--- config.mk ---
export PLATFORM = sky130hd
export DESIGN_NAME = hms_div
export DESIGN_NICKNAME = d
export VERILOG_FILES = /design/src/rtl/hms_div.sv
export SDC_FILE = /design/constraint.sdc
export NUM_CORES = 2
export LEC_CHECK = 0
export BUFFER_PORTS_ARGS = -buffer_cell sky130_fd_sc_hd__clkbuf_2
export CORE_UTILIZATION = 30
export CTS_BUF_LIST = sky130_fd_sc_hd__clkbuf_16
export CTS_CLUSTER_DIAMETER = 80
export DETAILED_ROUTE_END_ITERATION = 7
export GPL_ROUTABILITY_DRIVEN = 0
export PLACE_DENSITY = 0.49
export SETUP_SLACK_MARGIN = 0.2
export SKIP_CTS_REPAIR_TIMING = 1
export SLEW_MARGIN = 20
export SYNTH_ARGS = -nofsm -noshare
export SYNTH_HDL_FRONTEND = slang
export SYNTH_SLANG_ARGS = --single-unit
--- constraint.sdc ---
create_clock -name clk -period 4.2 [get_ports clk]
set_input_delay 0.21 -clock clk [delete_from_list [all_inputs] [get_ports clk]]
set_output_delay 0.21 -clock clk [all_outputs]
set_load 0.01 [all_outputs]
--- src/rtl/hms_div.sv ---
// Pipelined restoring divider: one quotient bit per stage.
module hms_div #(
  parameter int NW = 32,
  parameter int DW = 32,
  parameter int QW = 17,
  parameter int TW = 4
) (
  input  logic          clk,
  input  logic          rst,
  input  logic          in_valid,
  input  logic [NW-1:0] num,
  input  logic [DW-1:0] den,
  input  logic [TW-1:0] tag,
  output logic          out_valid,
  output logic [QW-1:0] quot,
  output logic [TW-1:0] out_tag
);

  // Quotient = num / den, known to fit in QW bits (num < den << QW).
  localparam int RW = DW + 1;

  logic [QW:0]         v;
  logic [RW-1:0]       rem  [QW+1];
  logic [NW-1:0]       nsh  [QW+1];
  logic [QW-1:0]       q    [QW+1];
  logic [DW-1:0]       dd   [QW+1];
  logic [TW-1:0]       tg   [QW+1];

  assign v[0]    = in_valid;
  assign nsh[0]  = num;
  assign rem[0]  = '0;
  assign q[0]    = '0;
  assign dd[0]   = den;
  assign tg[0]   = tag;

  // One bit per stage: by the bound the numerator bits above QW are below den,
  // so we seed the remainder with the high bits and shift in QW bits.
  for (genvar i = 0; i < QW; i++) begin : g_stage
    logic [RW-1:0] trial;
    logic [RW-1:0] sub;
    logic [RW-1:0] seed;
    always_comb begin
      if (i == 0) begin
        seed = RW'(nsh[0] >> QW);
      end else begin
        seed = rem[i];
      end
      trial = {seed[RW-2:0], nsh[i][QW-1-i]};
      sub   = trial - {1'b0, dd[i]};
    end
    always_ff @(posedge clk) begin
      if (rst) begin
        v[i+1] <= 1'b0;
      end else begin
        v[i+1] <= v[i];
      end
      nsh[i+1] <= nsh[i];
      dd[i+1]  <= dd[i];
      tg[i+1]  <= tg[i];
      if (!sub[RW-1]) begin
        rem[i+1] <= sub;
        q[i+1]   <= {q[i][QW-2:0], 1'b1};
      end else begin
        rem[i+1] <= trial;
        q[i+1]   <= {q[i][QW-2:0], 1'b0};
      end
    end
  end

  assign out_valid = v[QW];
  assign quot      = q[QW];
  assign out_tag   = tg[QW];

endmodule
# Word-level counts from Yosys, hierarchy flattened

Index checks and enable logic that the tools add are counted.

Register bits: 1398
Bits of input ports: 71

$add $sub $neg: 17
Muxes and demuxes: 33

Operators with widths:

| cell             | number |
|---|---|
| $sub A33 B32 Y33 | 16 |
| $mux W32         | 15 |
| $sub A16 B32 Y33 | 1 |
| $mux W1          | 17 |
| $mux W16         | 1 |

# Depth between registers and ports, before layout

Depth after elaboration: 2
Depth in mapped cells: 15
Depth with buffers taken out: 13

# Worst setup path before layout

No wires, ideal clock.

Path type: reg2reg
Start point: register nsh, in the netlist g_stage[9].trial[0]
End point: register rem, in the netlist g_stage[10].seed[24]
Arrival: 3.520 ns
Slack: 0.559 ns
Cell stages (with the launch flop): 15
Buffers on the path: 1
Clock period less this slack: 3.641 ns
Cell sequence: dfxtp_1 > inv_1 > ha_1 > fa_1 > nand2b_1 > a21boi_0 > o21ai_0 > a2111oi_0 > a211o_1 > o21ai_1 > o211ai_1 > a21oi_1 > xor2_1 > buf_2 > mux2_2

Word-level cells in the longest chain between the ends: 2

RTL lines:

| element                           | line | text |
|---|---|---|
| from (decl)                       | 24   | `logic [NW-1:0] nsh [QW+1];` |
| from (signal, indexed assignment) | 57   | `nsh[i+1] <= nsh[i];` |
| $sub A33 B32 Y33                  | 49   | `sub = trial - {1'b0, dd[i]};` |
| $mux W32                          | 60   | `if (!sub[RW-1]) begin` |
| to (signal, indexed assignment)   | 61   | `rem[i+1] <= sub;` |
| to (signal, indexed assignment)   | 64   | `rem[i+1] <= trial;` |
| to (decl)                         | 23   | `logic [RW-1:0] rem [QW+1];` |

No other way between the ends.
A chain may end at the register's enable or synchronous reset.

# Final worst setup path

Start point: register rem, in the netlist g_stage[9].seed[8]
End point: register rem, in the netlist g_stage[10].seed[3]

Word-level cells in the longest chain between the ends: 2

RTL lines:

| element          | line |
|---|---|
| $sub A33 B32 Y33 | 49 |
| $mux W32         | 60 |

No other way between the ends.

==> flow_summary.json <==
{
  "status": "finished clean",
  "portBuffers": 92,
  "hold_depth": 2,
  "grt_max_degree": 44,
  "drt_pass1_iterations": 7,
  "holdPathEnd": "tg[65]",
  "max_freq_ghz": 0.2592,
  "tns_ns": 0,
  "drc": 0,
  "io_pins": 93,
  "antenna_left": 0,
  "r2r-start": "g_stage[9].seed[8]",
  "dp_cells": 8948,
  "die_x_microns": 455.4,
  "vias_per_cell": 4.612,
  "synth_area_leaders": "dfxtp_1 (45%), ha_1 (11%), mux2_2 (6.7%), xnor2_1 (4.0%), inv_1 (4.0%)",
  "clock_sinks": 1398,
  "finClkSkew_ns": 0.03221,
  "gr-total-overflow": 0,
  "p_clk_share_pct": 22.2,
  "core_area_sq_um": 204400,
  "drive_gt1_share_pct": 12.61,
  "grtUsageTotal_pct": 12.87,
  "min_path_type": "in -> reg",
  "postSynthCellCount": 6237,
  "syn_to_final_growth_pct": 16.59,
  "avgSynthCellArea_sq_um": 9.887,
  "synthDistinctLibCells": 80,
  "cp.arrival_ns": 4.54,
  "fin_nets": 7114,
  "async_flop_share_pct": 0,
  "intPower_uw": 39970,
  "final.min_clock_period_ns": 3.858,
  "cts-root-buf": "clkbuf_16",
  "die-area_sq_um": 207400,
  "hp-start": "tag[1]",
  "rr_worst_depth": 12,
  "final_max_slew_viol_count": 0,
  "grt_pass1_vias": 43790,
  "ys_seq_elements": 1398,
  "cts_tree": "yes",
  "multi_input_area_sq_um": 30740,
  "rr_endpoint": "g_stage[10].seed[3]",
  "p_leak_uw": 0.03295,
  "switching_power_uw": 22890,
  "regArea_sq_um": 27990,
  "final_util_pct": 35.18,
  "setup_viol": 0,
  "htree_levels": 4,
  "routedWlPerCell_microns": 14.54,
  "dpl_cell_area_sq_um": 65750,
  "nFillCells": 20490,
  "relSlewSlack_pct": 45.57,
  "critical_path_class": "reg -> reg",
  "synth_largest_area_cell": "dfxtp_1",
  "tightestPinTransition_ns": 0.8095,
  "grt_antenna_before_repair": 1,
  "power_uw": 62850,
  "max_cap_violations": 0,
  "power_frac_comb_pct": 47.5,
  "cp-end-kind": "register",
  "rows": 166,
  "period_share_pct": 91.87,
  "ys_warn_count": 0,
  "synth_most_common_cell": "dfxtp_1",
  "insertion_delay_ns": 0.81,
  "worst-path-max-fanout": 28,
  "instances_no_fill": 9326,
  "p_sw_share_pct": 36.41,
  "start_util_pct": 30.17,
  "synth_top_flop_cell": "dfxtp_1",
  "hold_viol_final": 0,
  "synth_edf_count": 0,
  "drt-initial-drc-count": 1789,
  "stdcell_area_sq_um": 71890,
  "vias": 43020,
  "clock_path_buffers": 3,
  "peakVddDrop_mv": 0.5058,
  "ys_seq_area_share_pct": 45.39,
  "fp.dieH_microns": 455.4,
  "seqPwrFrac_pct": 30.3,
  "regToRegSetupSlack_ns": 0.34,
  "setup.worst_path.start_class": "register",
  "place_hpwl_microns": 104800,
  "clkTransAtPathRegs_ns": 0.06,
  "synth_common_cells": "dfxtp_1 (1398), inv_1 (649), ha_1 (527), a21oi_1 (482), mux2_2 (365)",
  "syn_area_sq_um": 61670,
  "grt_setup_unrepaired": "no",
  "synth_top_area_share_pct": 45.39,
  "numCtsBuffers": 166,
  "grt_pass1_wl_microns": 218000,
  "drt-total-wl_microns": 135600,
  "pwr_density_cell_nw_per_um2": 874.3,
  "critPathRequiredTime_ns": 4.88
}
==> metrics by stage <==
step                      hold slack, ns  setup slack [ns]
after floorplan                   0.2377            0.5589
after global placement            0.3098           0.06037
after detailed placement          0.3121            0.1002
after CTS                        -0.5828           0.09078
after global routing           -0.001160            0.1948
final                            0.04688            0.3415
==> cell families (layout without fill, tap and decap cells) <==
group,Yosys count,count (layout),synth area share [%]
other cells,1,10,0.006081
xor+xnor,432,432,6.148
simple gates,1136,1136,8.877
mux,427,427,7.724
buf+inv,806,1198,5.127
fa+ha+maj,543,543,11.21
compound gates,1494,1494,15.52
flops,1398,1398,45.39
==> registers in the layout, summed over array words and instances (netlist names) <==
register,flops
dd,512
g_stage.seed,512
q,136
nsh,120
tg,64
quot,17
g_stage.trial,16
v,16
out_tag,4
out_valid,1
==> how the worst max path moves through the flow <==
stage	start	to	slack, ns
floorplan	g_stage[9].trial[0]	g_stage[10].seed[24]	0.56
global placement	dd[194]	g_stage[12].seed[2]	0.06
detailed placement	dd[194]	g_stage[12].seed[6]	0.10
CTS	dd[194]	g_stage[12].seed[12]	0.09
global route	dd[320]	g_stage[8].seed[16]	0.19
finish	g_stage[9].seed[8]	g_stage[10].seed[3]	0.34
==> power groups by stage <==
stage	logic, uW	registers, uW	clock network [uW]
4_1_cts	29900	19100	14600
5_1_grt	33200	19300	15100
2_1_floorplan	23500	18300	0
6_report	29900	19000	14000
3_5_place_dp	29600	19300	0
3_3_place_gp	29200	19500	0
==> cell type report <==
cell class,instances,share of cell area [%]
Sequential cell,1398,38.93
Antenna cell,2,0.006961
Timing Repair Buffer,245,2.746
Tap cell,2688,4.678
Clock buffer,167,5.813
Clock inverter,137,1.674
Multi-Input combinational cell,4040,42.76
Inverter,649,3.389
==> layout by cell type, fill, tap and decap left out, types with 47 or more instances in the layout <==
cell              n
nor2b_1          93
nand3_1         101
xnor2_1         279
inv_1           680
a31oi_1          58
a21o_1          255
nor3_1           65
dfxtp_1        1398
o21bai_1         51
ha_1            527
dlygate4sd3_1    71
nand2b_1         52
a21oi_1         481
buf_4            67
clkbuf_2         92
mux2_2          365
o21a_1           79
nor2_1          317
nand4_1          61
o21ai_0         248
xor2_1          143
clkbuf_16       167
a211oi_1         47
nand2_1         286
==> per-layer routing <==
layer,part of all wire [%],wire (microns),global-route usage [%],vias up
met5,0,0,0,-
met3,3.4,4600,2.463,388
met2,49,66980,23.37,731
li1,-,-,-,22160
met4,6.0,8100,7.865,0
met1,41,55900,13.69,19730
==> critical path, stage by stage (launching register included) <==
cell and delay [ns]:
dfxtp_1 0.50, ha_1 0.36, a21o_1 0.20, a21o_1 0.18, a211oi_1 0.34, and3b_1 0.22
a211o_1 0.35, o21ai_1 0.28, o211ai_1 0.14, a21oi_1 0.35, xor2_4 0.21, buf_12 0.21
mux2_2 0.35
Power figures use the tool's default switching activity.
